File: src/design/pbc_pkg.sv
`timescale 1ns / 1ps
// ----------------------------------------------------------------------------
// pbc_pkg: shared types and constants for the pileup base counter
// Table geometry, command and row formats, register map and IUPAC lookup.
// ----------------------------------------------------------------------------
package pbc_pkg;

  localparam int REGION_LEN    = 4096;
  localparam int COUNT_BITS    = 16;
  localparam int IDX_BITS      = $clog2(REGION_LEN);
  localparam int POS_BITS      = 31;
  localparam int END_BITS      = POS_BITS + 1;
  localparam int QUAL_BITS     = 8;
  localparam int COVQ_BITS     = 16;
  localparam int RATIO_BITS    = 17;
  localparam int RATIO_FRAC    = 16;
  localparam int COV_BITS      = COUNT_BITS + 3;
  localparam int DEPTH_BITS    = COUNT_BITS + 2;
  localparam int THR_BITS      = DEPTH_BITS + RATIO_BITS;
  localparam int FIFO_DEPTH    = 4;
  localparam int FIFO_PTR_BITS = $clog2(FIFO_DEPTH);

  localparam int CFG_ADDR_BITS = 3;
  localparam int CFG_DATA_BITS = 32;
  localparam int IN_USER_BITS  = 2;
  localparam int IN_DATA_BITS  = 72;
  localparam int OUT_DATA_BITS = 112;

  localparam logic [QUAL_BITS-1:0] QUAL_MAX_STD = 8'd254;
  localparam logic [QUAL_BITS-1:0] QUAL_MAX_ALL = 8'd255;

  typedef enum logic [1:0] {
    OP_START   = 2'd0,
    OP_STEP    = 2'd1,
    OP_READOUT = 2'd2
  } opcode_t;

  localparam logic [3:0] CIG_M  = 4'd0;
  localparam logic [3:0] CIG_D  = 4'd2;
  localparam logic [3:0] CIG_N  = 4'd3;
  localparam logic [3:0] CIG_EQ = 4'd7;
  localparam logic [3:0] CIG_X  = 4'd8;

  localparam logic [3:0] BASE_A = 4'd1;
  localparam logic [3:0] BASE_C = 4'd2;
  localparam logic [3:0] BASE_G = 4'd4;
  localparam logic [3:0] BASE_T = 4'd8;
  localparam logic [3:0] BASE_N = 4'd15;

  typedef enum logic [CFG_ADDR_BITS-1:0] {
    REG_REGION_START = 3'd0,
    REG_REGION_END   = 3'd1,
    REG_MIN_MAPQ     = 3'd2,
    REG_MIN_BASEQ    = 3'd3,
    REG_INCL_MISSING = 3'd4,
    REG_MIN_COV      = 3'd5,
    REG_MAX_COV      = 3'd6,
    REG_RATIO        = 3'd7
  } cfg_reg_t;

  typedef enum logic [2:0] {
    SEL_A, SEL_C, SEL_G, SEL_T, SEL_N, SEL_DEL
  } cnt_sel_t;

  typedef enum logic {
    CMD_BUMP, CMD_READOUT
  } cmd_kind_t;

  typedef struct packed {
    cmd_kind_t            kind;
    cnt_sel_t             sel;
    logic                 in_range;
    logic [IDX_BITS-1:0]  idx;
  } cmd_t;

  typedef logic [COUNT_BITS-1:0] cnt_t;

  localparam cnt_t CNT_MAX = '1;

  typedef struct packed {
    cnt_t del;
    cnt_t n;
    cnt_t t;
    cnt_t g;
    cnt_t c;
    cnt_t a;
  } row_t;

  typedef struct packed {
    logic [POS_BITS-1:0]   region_start;
    logic [POS_BITS-1:0]   region_end;
    logic [END_BITS-1:0]   eff_end;
    logic [QUAL_BITS-1:0]  min_mapq;
    logic [QUAL_BITS-1:0]  min_baseq;
    logic [1:0]            incl_missing;
    logic [COVQ_BITS-1:0]  min_cov;
    logic [COVQ_BITS-1:0]  max_cov;
    logic [RATIO_BITS-1:0] ratio;
  } cfg_t;

  localparam logic [6:0] CH_A = 7'h41;
  localparam logic [6:0] CH_B = 7'h42;
  localparam logic [6:0] CH_C = 7'h43;
  localparam logic [6:0] CH_D = 7'h44;
  localparam logic [6:0] CH_G = 7'h47;
  localparam logic [6:0] CH_H = 7'h48;
  localparam logic [6:0] CH_K = 7'h4B;
  localparam logic [6:0] CH_M = 7'h4D;
  localparam logic [6:0] CH_N = 7'h4E;
  localparam logic [6:0] CH_R = 7'h52;
  localparam logic [6:0] CH_S = 7'h53;
  localparam logic [6:0] CH_T = 7'h54;
  localparam logic [6:0] CH_V = 7'h56;
  localparam logic [6:0] CH_W = 7'h57;
  localparam logic [6:0] CH_Y = 7'h59;

  function automatic logic [6:0] iupac_char(input logic [3:0] mask);
    logic [6:0] ch;
    unique case (mask)
      4'h0: ch = CH_N;
      4'h1: ch = CH_A;
      4'h2: ch = CH_C;
      4'h3: ch = CH_M;
      4'h4: ch = CH_G;
      4'h5: ch = CH_R;
      4'h6: ch = CH_S;
      4'h7: ch = CH_V;
      4'h8: ch = CH_T;
      4'h9: ch = CH_W;
      4'hA: ch = CH_Y;
      4'hB: ch = CH_H;
      4'hC: ch = CH_K;
      4'hD: ch = CH_D;
      4'hE: ch = CH_B;
      4'hF: ch = CH_N;
    endcase
    return ch;
  endfunction

  function automatic cnt_t sat_inc(input cnt_t v);
    return (v == CNT_MAX) ? v : v + cnt_t'(1);
  endfunction

  // last counted position: region_end clipped to the table size
  function automatic logic [END_BITS-1:0] calc_eff_end(input logic [POS_BITS-1:0] start,
                                                       input logic [POS_BITS-1:0] last);
    logic [END_BITS-1:0] lim;
    lim = END_BITS'(start) + END_BITS'(REGION_LEN - 1);
    return (END_BITS'(last) < lim) ? END_BITS'(last) : lim;
  endfunction

endpackage

File: src/design/pbc_cmd_fifo.sv
`timescale 1ns / 1ps
// ----------------------------------------------------------------------------
// pbc_cmd_fifo: command queue between front and back
// Small register FIFO with full and empty flags.
// ----------------------------------------------------------------------------
module pbc_cmd_fifo (
  input  logic          clk,
  input  logic          rst_n,
  input  logic          push,
  input  pbc_pkg::cmd_t push_cmd,
  input  logic          pop,
  output pbc_pkg::cmd_t head,
  output logic          empty,
  output logic          full
);
  import pbc_pkg::*;

  cmd_t                     entries [FIFO_DEPTH];
  logic [FIFO_PTR_BITS-1:0] wr_ptr_r, rd_ptr_r;
  logic [FIFO_PTR_BITS:0]   count_r;

  assign head  = entries[rd_ptr_r];
  assign empty = (count_r == '0);
  assign full  = (count_r == (FIFO_PTR_BITS+1)'(FIFO_DEPTH));

  always_ff @(posedge clk) begin
    if (push && !full) begin
      entries[wr_ptr_r] <= push_cmd;
    end
  end

  always_ff @(posedge clk) begin
    if (!rst_n) begin
      wr_ptr_r <= '0;
      rd_ptr_r <= '0;
      count_r  <= '0;
    end else begin
      if (push && !full) begin
        wr_ptr_r <= wr_ptr_r + 1'b1;
      end
      if (pop && !empty) begin
        rd_ptr_r <= rd_ptr_r + 1'b1;
      end
      unique case ({push && !full, pop && !empty})
        2'b10:   count_r <= count_r + 1'b1;
        2'b01:   count_r <= count_r - 1'b1;
        default: count_r <= count_r;
      endcase
    end
  end

endmodule

File: config.mk
export PLATFORM = sky130hd
export DESIGN_NAME = pbc_cmd_fifo
export DESIGN_NICKNAME = d
export VERILOG_FILES = /design/src/design/pbc_pkg.sv /design/src/design/pbc_cmd_fifo.sv
export SDC_FILE = /design/constraint.sdc
export NUM_CORES = 1
export LEC_CHECK = 0
export BUFFER_PORTS_ARGS = -buffer_cell sky130_fd_sc_hd__buf_2
export CAP_MARGIN = 40
export CELL_PAD_IN_SITES_DETAIL_PLACEMENT = 1
export CELL_PAD_IN_SITES_GLOBAL_PLACEMENT = 1
export CORE_MARGIN = 4
export CORE_UTILIZATION = 52
export CTS_BUF_LIST = sky130_fd_sc_hd__clkbuf_8 sky130_fd_sc_hd__clkbuf_16
export CTS_CLUSTER_DIAMETER = 50
export DETAILED_ROUTE_END_ITERATION = 8
export GPL_ROUTABILITY_DRIVEN = 0
export PLACE_DENSITY = 0.92
export RECOVER_POWER = 50
export SKIP_CTS_REPAIR_TIMING = 1
export SYNTH_ARGS = -nofsm -noshare
export SYNTH_HDL_FRONTEND = slang
export SYNTH_SLANG_ARGS = --single-unit
File: constraint.sdc
create_clock -name clk -period 4.4 [get_ports clk]
set_input_delay 0.88 -clock clk [delete_from_list [all_inputs] [get_ports clk]]
set_output_delay 0.88 -clock clk [all_outputs]
set_load 0.02 [all_outputs]
# Yosys cells after proc, flatten, opt, wreduce, memory -nomap -nowiden
# Memories as Yosys holds them, arrays and structs flattened. A register that Yosys moved wholly into a read port is not among the register bits.
# Cells that the tools add are included.
classes:
  add_sub_neg: 4
  n_eq_ne: 3
  mux: 5
  reduce_logical: 6
ops:
  columns: ["cell", "count"]
  rows:
  - ["one-hot mux 3 bit (2 select lines)", 1]
  - ["adder 2 x 1 -> 2 bit, second input constant", 2]
  - ["2-to-1 mux 2 bit", 2]
  - ["adder 3 x 1 -> 3 bit, second input constant", 1]
  - ["== test 3 bit, second input constant", 1]
  - ["logical NOT 3 bit", 1]
  - ["subtractor 3 x 1 -> 3 bit, second input constant", 1]
  - ["== test 2 x 1 -> 1 bit, second input constant", 1]
  - ["== test 2 bit, second input constant", 1]
  - ["logical AND 1 bit", 2]
  - ["logical NOT 1 bit", 2]
  - ["2-to-1 mux 1 bit", 2]
  - ["nonzero test 2 bit", 1]
totals:
  reg_bits: 7
  mem_bits_rw: 68
  inputBits: 21
  out_inout_bits: 19
  word_cells: 22
  mem_count: 1
memory_table:
  columns: ["memory", "depth", "word_bits", "rd", "rd_clocked_by_memory_dff", "write_ports", "line_no", "rtl"]
  rows:
  - ["entries", 4, 17, 1, 1, 1, "pbc_cmd_fifo.sv:18", "cmd_t entries [FIFO_DEPTH];"]

# Longest topological paths before layout
# Gate-level depths: netlist of the first run.
depth:
  word_depth: 5
  depth_mapped: 10
  depth_no_buf: 9

# Least setup slack after synthesis of the first run
# No wires, ideal clock.
synth_path:
  path_kind: "input -> register"
  from: "in push"
  to: "reg count_r[2]"
  setup_time_ns: 0.070
  arrival_ns: 2.335
  required_time_ns: 4.330
  setup_slack_ns: 1.995
  path_stages: 9
  path_buffers: 1
  path_cell_list: "nor2b_1 -> buf_2 -> inv_2 -> ha_1 -> inv_1 -> fa_1 -> xor2_1 -> or3_1 -> a21boi_1"
synth_via:
  elab_chain_cells: 3
  elab_cells_between_ends: 5
  cone_classes: "2 x eq/ne; 1 x mux; 2 x reduce/logical"
synth_rtl:
  columns: ["item", "line_no", "rtl"]
  rows:
  - ["start, declared", "pbc_cmd_fifo.sv:9", "input logic push,"]
  - ["logical AND 1 bit (*)", "pbc_cmd_fifo.sv:44", "unique case ({push && !full, pop && !empty})"]
  - ["== test 2 x 1 -> 1 bit / == test 2 bit (equally long branches)", "pbc_cmd_fifo.sv:44", null]
  - ["one-hot mux 3 bit (2 select lines) / nonzero test 2 bit (equally long branches)", null, null]
  - ["end signal, assigned", "pbc_cmd_fifo.sv:45", "2'b10: count_r <= count_r + 1'b1;"]
  - ["end signal, assigned", "pbc_cmd_fifo.sv:46", "2'b01: count_r <= count_r - 1'b1;"]
  - ["end signal, assigned", "pbc_cmd_fifo.sv:47", "default: count_r <= count_r;"]
  - ["end, declared", "pbc_cmd_fifo.sv:20", "logic [FIFO_PTR_BITS:0] count_r;"]
# Every way passes the cells marked *; elsewhere a longest branch is shown, timed or not.
# A chain may end at the register's enable or synchronous reset.

==> metrics.md, run 1 <==
| Metric | Value |
|---|---|
| Final Hold Viols | 0 |
| CTS Sinks | 77 |
| DR iter-0 viols | 73 |
| R2R Setup Slk | approximately 2 ns |
| Area occupied by multi-input gates | about 660 sq um |
| Worst path required time | between 3 and 4 ns |
| Hold WC Path Type | flop to flop |
| WS Path Type | flop to output pin |
| Cell area after synthesis | 2960 sq um |
| Vias post-DR | 1455 |
| Vias in the first global route | between 1500 and 2000 |
| Fill count | 498 |
| Cell variety after synth | 23 |
| Max clock buf depth | 2 |
| Register area | between 2000 and 2500 sq um |
| Syn nets | 170 |
| Share of layout cells above drive strength 1 | 0.2990 |
| Arr. time, crit path | just over 2 ns |
| Die height | between 80 and 90 microns |
| YS warnings | 0 |
| Slew @ Worst Pin | 1.020 ns |
| ANT nets after route | 0 |
| Die area | 6964 sq um |
| Clock network fraction of total power | 0.287 |
| Top cell type's share of synthesized area | 0.6898 |
| Clock Skew | around 0.003 ns |
| CP max FO | 9 |
| Initial antenna violation count | 0 |
| Final setup violation count | 0 |
| Synth top area cells | edfxtp_1 69%, mux4_2 13%, dfxtp_1 6.1% |
| H-tree depth | 3 |
| I/O pin cnt | 40 |
| Hpwl dp | between 4000 and 5000 microns |
| Die W | roughly 83 microns |
| Synth area leader | edfxtp_1 |
| Final Max Tran Viols | 0 |
| Layout Utilization | 0.6192 |
| Core ar. | about 5500 sq um |
| Most frequent cells in the layout | 68 x edfxtp_1, 22 x buf_2, 18 x clkbuf_1 |
| Pint | 1.430 mW |
| Total power | between 2 and 2.5 mW |
| Crit start category | flop |
| I/O Buffers | 39 |
| Outcome | finished, final reports clean |
| Reg power frac | 0.468 |
| Root buffer cell | clkbuf_8 |
| Seq/Total Area, Yosys | 0.7506 |
| Worst vdd ir | 0.0003392 V |
| Seq cells post-synth | between 70 and 80 |
| Mapped Avg Cell Area | around 21 sq um |
| Min cycle time layout | 2.913 ns |
| First-pass GRT wire length | ~9400 microns |
| Cell Pwr Density | between 500 and 600 nW/um^2 |
| Sw Share | 0.2970 |
| Std cell rows | 27 |
| RSZ-0062 raised after global routing | no |
| Antenna Cells | 0 |
| Router iterations before antenna repair | 4 |
| Routed len/inst | between 20 and 25 microns |
| Max transition margin | 0.3203 |
| CTS tree | yes |
| Switching Power | 604.1 uW |
| Vias per cell | ~5.5 |
| Period utilisation layout | 0.6620 |
| Syn Inst Count | between 100 and 150 |
| Max Cap Viol | 0 |
| Starting Density | 0.5376 |
| Worst Setup End Kind | output pin |
| Leak | 1.138 nW |
| Grt ovf | 0 |
| Largest net degree at the start of global routing | 18 |
| Commonest non-fill, non-tap cell in the layout | edfxtp_1 |
| Total Wirelength | about 5700 microns |
| Combinational Power Share | 0.244 |
| NumNets Final | 216 |
| Hold_ws | 0.5357 ns |
| P&R area growth vs syn | 15.17% |
| Clk Latency, worst-skew pair | around 0.35 ns |
| GR Util All Layers | 0.1848 |
| Fmax achieved | around 340 MHz |
| TritonCTS Buffers | 9 |
| Clock Pin Slew Worst Setup and Hold Paths | approximately 0.08 ns |
| # DRC | 0 |
| Setup TNS | 0 ns |
-- cell families after synthesis --
kind of cell,share of synthesized area
multiplexers,0.1361
AO/OA/AOI/OAI,0.01352
flip-flops,0.7506
AND/OR/NAND/NOR,0.04142
XOR/XNOR,0.005918
adder cells (fa/ha/maj),0.02790
buffers and inverters,0.02451
-- layer usage --
metal | share of wire | up-vias | wire length, microns | track usage
met3 | 0.042 | 13 | 243 | 0.04541
met1 | 0.37 | 751 | 2133 | 0.2135
li1 | - | 653 | - | -
met5 | 0 | - | 0 | 0
met2 | 0.56 | 38 | 3215 | 0.3214
met4 | 0.026 | 0 | 150 | 0.09211
-- path summary, 6_finish.rpt --
check	from	to	cells after the start
max	flop	head[11]	3
min	rd_ptr_r[0]	rd_ptr_r[0]	2
max reg2reg	count_r[2]	entries[0][16]	4
min reg2reg	rd_ptr_r[0]	rd_ptr_r[0]	2
-- synth_stat cells --
master / count
edfxtp_1: 68
mux4_2: 17
dfxtp_1: 9
nand2_1: 7
and2_1: 6
ha_1: 5
inv_1: 5
o21ai_0: 5
buf_2: 3
a21boi_1: 2
mux2i_1: 2
nor2b_1: 2
or3_1: 2
buf_12: 1
buf_6: 1
clkbuf_1: 1
fa_1: 1
inv_2: 1
nand4bb_1: 1
nor3_2: 1
nor3b_2: 1
xnor2_1: 1
xor2_1: 1
-- flip-flops by register name, indices dropped and copies added, names as in the netlist, named ones only --
signal / cells
rd_ptr_r: 2
entries: 68
count_r: 3
wr_ptr_r: 2
-- metrics by stage --
step	instances	setup WS, ns	area, sq um
2_1_floorplan	143	1.995	2960
3_3_place_gp	248	1.592	3196
3_5_place_dp	249	1.674	3211
4_1_cts	265	1.430	3432
5_1_grt	266	1.331	3410
6_report	266	1.487	3410
-- worst max-delay path, cell delays in order (launching register included) --
cell and delay [ns]:
dfxtp_1 0.74, buf_8 0.24, mux4_2 0.52, buf_2 0.18
-- power by group through the flow --
stage               registers (mW)  clock network (mW)  logic, mW
finish                       0.953               0.584      0.497
global route                 0.966               0.632      0.547
CTS                          0.957               0.598      0.515
detailed placement           0.974                   0      0.512
global placement             0.977                   0      0.450
floorplan                    0.927                   0      0.400
-- cell type report --
cell class,instances,area share
flip-flops and latches,77,0.6517
multi-input cells,54,0.1938
repair buffers,41,0.05651
clock buffers,9,0.03633
clock inverters,7,0.02862
well taps,72,0.02642
inverters,6,0.006606
Power figures use the tool's default switching activity.
==> inputs of run 2 (changes only) <==
Settings changed: CORE_UTILIZATION 52 to 49, PLACE_DENSITY 0.92 to 0.88.
Clock period 4.4 ns to 2.9 ns, I/O delays scaled along.
==> run 2 against run 1 <==
Compared with the run above: cell count is 2.3% higher; clock skew is 0.0041 ns higher; hold slack worse by 0.026 ns; highest routed layer unchanged; design area is 0.15% higher; wire length shrank 9.2%; via count is 1.4% lower; sequential cell count unchanged; power grew 49%; clock-buffer cell count is the same.
==> metrics.md, run 2 (synthesis results as in run 1) <==
| Metric | Value |
|---|---|
| Outcome | finished, final reports clean |
| Most frequent cells in the layout | 68 x edfxtp_1, 21 x buf_2, 19 x clkbuf_1 |
| Worst path required time | about 2.3 ns |
| Initial antenna violation count | 0 |
| Delay-heaviest family, CP | flip-flops |
| Switching Power | 872.9 uW |
| Final Hold Viols | 0 |
| ANT nets after route | 0 |
| Hold WC Path Type | input pin to flop |
| R2R Setup Slk | roughly 0.56 ns |
| Clock Pin Slew Worst Setup and Hold Paths | approximately 0.08 ns |
| Fmax achieved | 415.0 MHz |
| Max Cap Viol | 0 |
| Slew @ Worst Pin | about 1.1 ns |
| Sw Share | 0.2885 |
| Final Max Tran Viols | 0 |
| GR Util All Layers | 0.1561 |
| RSZ-0062 raised after global routing | no |
| Share of layout cells above drive strength 1 | 0.2944 |
| Largest regs | entries: 68 flops, count_r: 3 flops |
| Top reg by flops | entries |
| Total power | just over 3 mW |
| Vias in the first global route | roughly 1600 |
| Slowest stage cell on the critical path | dfxtp_1 |
| DR iter-0 viols | 99 |
| WP depth | 2 |
| CTS Sinks | between 70 and 80 |
| WS Path Type | flop to output pin |
| Clock network fraction of total power | 0.281 |
| Starting Density | 0.5030 |
| Clk Latency, worst-skew pair | between 0.3 and 0.4 ns |
| Min cycle time layout | between 2 and 2.5 ns |
| Final setup violation count | 0 |
| TritonCTS Buffers | 9 |
| Post-Layout Cell Count | 272 |
| Grt ovf | 0 |
| First-pass GRT wire length | around 8500 microns |
| Die area | between 7000 and 8000 sq um |
| Worst Setup End Kind | output pin |
| Antenna Cells | 0 |
| Dpl cells | about 260 |
| Std cell rows | 28 |
| Total Wirelength | 5213 microns |
| Leak | 1.140 nW |
| Period utilisation layout | 0.8308 |
| P&R area growth vs syn | 15.34% |
| I/O pin cnt | 40 |
| Pint | approximately 2.2 mW |
| H-tree depth | 3 |
| Worst vdd ir | approximately 0.00056 V |
| Max transition margin | 0.2646 |
| CP peak stage delay | roughly 0.87 ns |
| Commonest non-fill, non-tap cell in the layout | edfxtp_1 |
| Core ar. | just under 6000 sq um |
| Root buffer cell | clkbuf_8 |
| Crit start category | flop |
| Vias per cell | 5.276 |
| Critical Path End | head[14] |
| Reg power frac | 0.465 |
| Reg-to-Reg Start | count_r[2] |
| Max FFs per register | 68 |
| CP max FO | 17 |
| FF-to-FF End | entries[1][16] |
| Routed len/inst | approximately 19 microns |
| I/O Buffers | 39 |
| Cell Pwr Density | ~890 nW/um^2 |
| Die W | about 86 microns |
| Largest net degree at the start of global routing | 18 |
| # DRC | 0 |
| Placed cell areas | 3237 sq um |
| Combinational Power Share | 0.254 |
| FF-to-FF path depth | 4 |
| Clock Skew | roughly 0.0071 ns |
| CTS tree | yes |
| Max clock buf depth | 2 |
| Die height | approximately 86 microns |
| NumNets Final | roughly 220 |
| Setup TNS | 0 ns |
| Number of buffers and inverters on the critical path | 1 |
| Router iterations before antenna repair | 4 |
| Design Area, Final | roughly 3400 sq um |
| Critical path cell sequence | mux4_2 -> buf_2 |
| Vias post-DR | 1435 |
| Hpwl dp | 3586 microns |
| Arr. time, crit path | about 1.8 ns |
[run 2: how the worst min path moves through the flow]
stage,from,end,slack [ns],depth (start not counted)
5_1_grt,push_cmd[15],entries[0][15],0.51,1
2_1_floorplan,rd_ptr_r[1],flop,0.46,2
6_report,push_cmd[5],entries[3][5],0.51,1
3_5_place_dp,rd_ptr_r[1],flop,0.48,2
4_1_cts,push_cmd[7],entries[1][7],0.45,1
3_3_place_gp,rd_ptr_r[1],rd_ptr_r[1],0.47,2
[run 2: routing by layer]
layer / share of wire / wire length, microns / vias up / global-route usage
met5: 0 / 0 / - / 0
li1: - / - / 655 / -
met3: 0.053 / 277 / 4 / 0.03362
met1: 0.41 / 2118 / 737 / 0.1888
met4: 0.0065 / 34 / 0 / 0.06475
met2: 0.53 / 2783 / 39 / 0.2719
[run 2: area by class of cell]
class | instances | area [sq um]
Timing Repair Buffer | 44 | 206.4
Clock buffer | 9 | 123.9
Multi-Input combinational cell | 54 | 655.6
Clock inverter | 7 | 90.09
Fill cell | 550 | 2471
Sequential cell | 77 | 2222
Inverter | 6 | 22.52
Tap cell | 75 | 93.84
[run 2: worst register-to-register path, stage by stage, from the launching register on]
cell	delay [ns]
dfxtp_1	0.34
nor3b_1	0.16
nor2b_1	0.44
and2_1	0.20
clkbuf_1	0.82
[run 2: metrics by stage]
step	setup WS [ns]	hold WS, ns	util
detailed placement	0.5961	0.4817	0.5500
global route	0.4035	0.5136	0.5801
floorplan	0.6897	0.4560	-
global placement	0.7394	0.4736	0.5500
finish	0.4906	0.5096	0.5801
CTS	0.4591	0.4497	0.5863
[run 2: power by group through the flow]
stage | clock network (mW) | registers, mW | logic (mW)
final | 0.851 | 1.41 | 0.768
after global routing | 0.933 | 1.42 | 0.840
after CTS | 0.878 | 1.41 | 0.801
after detailed placement | 0 | 1.44 | 0.798
after global placement | 0 | 1.42 | 0.760
after floorplan | 0 | 1.41 | 0.607
==> inputs of run 3 (changes only) <==
Clock period 2.9 ns to 2.23 ns, I/O delays scaled along.
==> run 3 against run 2 <==
Compared with the run above: critical path type is now flop to flop; non-clock buffer count rose by 5; first-iteration DRC count fell by 37%; sequential cell count did not move; die area did not move; worst setup slack got worse by 0.37 ns; combinational power rose by 41%; design area rose by 1.1%; sequential share of layout area fell by 0.62 points; wire length rose by 10%; via count rose by 4.0%; sequential power rose by 30%.
==> metrics.md, run 3 (synthesis results as in run 1) <==
| Metric | Value |
|---|---|
| DR iter-0 viols | just over 60 |
| Design Area, Final | 3453 sq um |
| Period utilisation layout | 0.9462 |
| Outcome | finished, final reports clean |
| Core ar. | slightly below 6000 sq um |
| H-tree depth | 3 |
| Largest regs | entries: 68 flops, count_r: 3 flops |
| Top reg by flops | entries |
| Die height | approximately 86 microns |
| Hold WC Path Type | input pin to flop |
| Area occupied by multi-input gates | around 670 sq um |
| Initial antenna violation count | 0 |
| Worst vdd ir | 0.0005387 V |
| Vias per cell | 5.409 |
| Clock Skew | roughly 0.010 ns |
| Final Hold Viols | 0 |
| Register area | 2226 sq um |
| Fill count | about 540 |
| Total power | between 3 and 4 mW |
| Layout Utilization | 0.5867 |
| CTS Sinks | between 70 and 80 |
| WS Path Type | flop to flop |
| CTS tree | yes |
| Commonest non-fill, non-tap cell in the layout | edfxtp_1 |
| First-pass GRT wire length | 9121 microns |
| Final setup violation count | 0 |
| Clk Latency, worst-skew pair | 0.34 ns |
| Routed len/inst | about 21 microns |
| Delay-heaviest family, CP | simple AND/OR/NAND/NOR gates |
| Hpwl dp | ~4100 microns |
| Critical path cell sequence | nor3b_4 -> nor2b_2 -> inv_2 -> ha_1 -> inv_1 -> fa_1 -> xor2_1 -> or3_1 -> a21boi_1 |
| Crit start category | flop |
| Std cell rows | 28 |
| Max transition margin | 0.6961 |
| Antenna Cells | 0 |
| Arr. time, crit path | ~2.4 ns |
| Root buffer cell | clkbuf_8 |
| Placed cell areas | between 3000 and 4000 sq um |
| Worst Setup End Kind | flop |
| P&R area growth vs syn | 16.65% |
| Min cycle time layout | 2.110 ns |
| GR Util All Layers | 0.1743 |
| Total Wirelength | 5748 microns |
| I/O pin cnt | 40 |
| Final Max Tran Viols | 0 |
| ANT nets after route | 0 |
| Share of layout cells above drive strength 1 | 0.3383 |
| # DRC | 0 |
| Cell Pwr Density | between 1000 and 1500 nW/um^2 |
| Max FFs per register | a little under 70 |
| I/O Buffers | 39 |
| Vias in the first global route | 1700 |
| Router iterations before antenna repair | 4 |
| Max clock buf depth | 2 |
| Starting Density | 0.5030 |
| Vias post-DR | roughly 1500 |
| Largest net degree at the start of global routing | 18 |
| Slew @ Worst Pin | approximately 0.45 ns |
| Leak | 1.174 nW |
| Worst path required time | 2.49 ns |
| Number of buffers and inverters on the critical path | 2 |
| TritonCTS Buffers | 9 |
| Grt ovf | 0 |
| CP peak stage delay | about 0.38 ns |
| Fmax achieved | between 400 and 500 MHz |
| Most frequent cells in the layout | 68 x edfxtp_1, 22 x buf_2, 17 x mux4_2, 17 x clkbuf_1 |
| Die area | around 7300 sq um |
| Clock Pin Slew Worst Setup and Hold Paths | about 0.07 ns |
| Slowest stage cell on the critical path | fa_1 |
| CP max FO | 7 |
| NumNets Final | between 200 and 250 |
| Max Cap Viol | 0 |
| Die W | roughly 86 microns |
## run 3: changes by cell type in the layout (fill, tap and decap cells not counted), moves of 2 or more
cell	previous run	this run
buf_4	4	9
clkbuf_1	19	17
dfxtp_1	9	6
dfxtp_2	0	3
## run 3: cell type report
| class | instances | share of cell area |
|---|---|---|
| Timing Repair Buffer | 49 | 0.07572 |
| Inverter | 6 | 0.006522 |
| Multi-Input combinational cell | 54 | 0.1938 |
| Clock inverter | 6 | 0.01630 |
| Tap cell | 75 | 0.02717 |
| Clock buffer | 9 | 0.03587 |
| Sequential cell | 77 | 0.6446 |
## run 3: per-stage QoR
stage	TNS [ns]	hold WS [ns]	worst slack, ns	std cells
4_1_cts	0	0.3087	0.02597	276
3_5_place_dp	0	0.4994	0.005968	261
2_1_floorplan	0	0.4560	0.01966	143
3_3_place_gp	0	0.4737	0.1934	261
6_report	0	0.3775	0.1199	276
5_1_grt	-0.01465	0.3775	-0.01465	276
## run 3: layer usage
layer	global-route usage	routed length, microns	vias to the layer above
li1	-	-	672
met1	0.1973	2180	776
met2	0.3129	3197	36
met3	0.04419	273	9
met4	0.07338	96	0
met5	0	0	-
## run 3: where the power goes
group / switching, mW / total [mW] / leakage (nW) / internal, mW
sequential: 0.0833 / 1.84 / 0.699 / 1.75
combinational: 0.609 / 1.08 / 0.378 / 0.474
clock: 0.454 / 0.955 / 0.0977 / 0.500
## run 3: final timing paths
kind / slack [ns] / start / endpoint / cells after the start
worst min register to register: 0.50 / rd_ptr_r[1] / flop / 2
worst max-delay path: 0.12 / count_r[1] / count_r[2] / 9
worst max register to register: 0.12 / count_r[1] / count_r[2] / 9
worst min-delay path: 0.38 / push_cmd[1] / entries[0][1] / 1
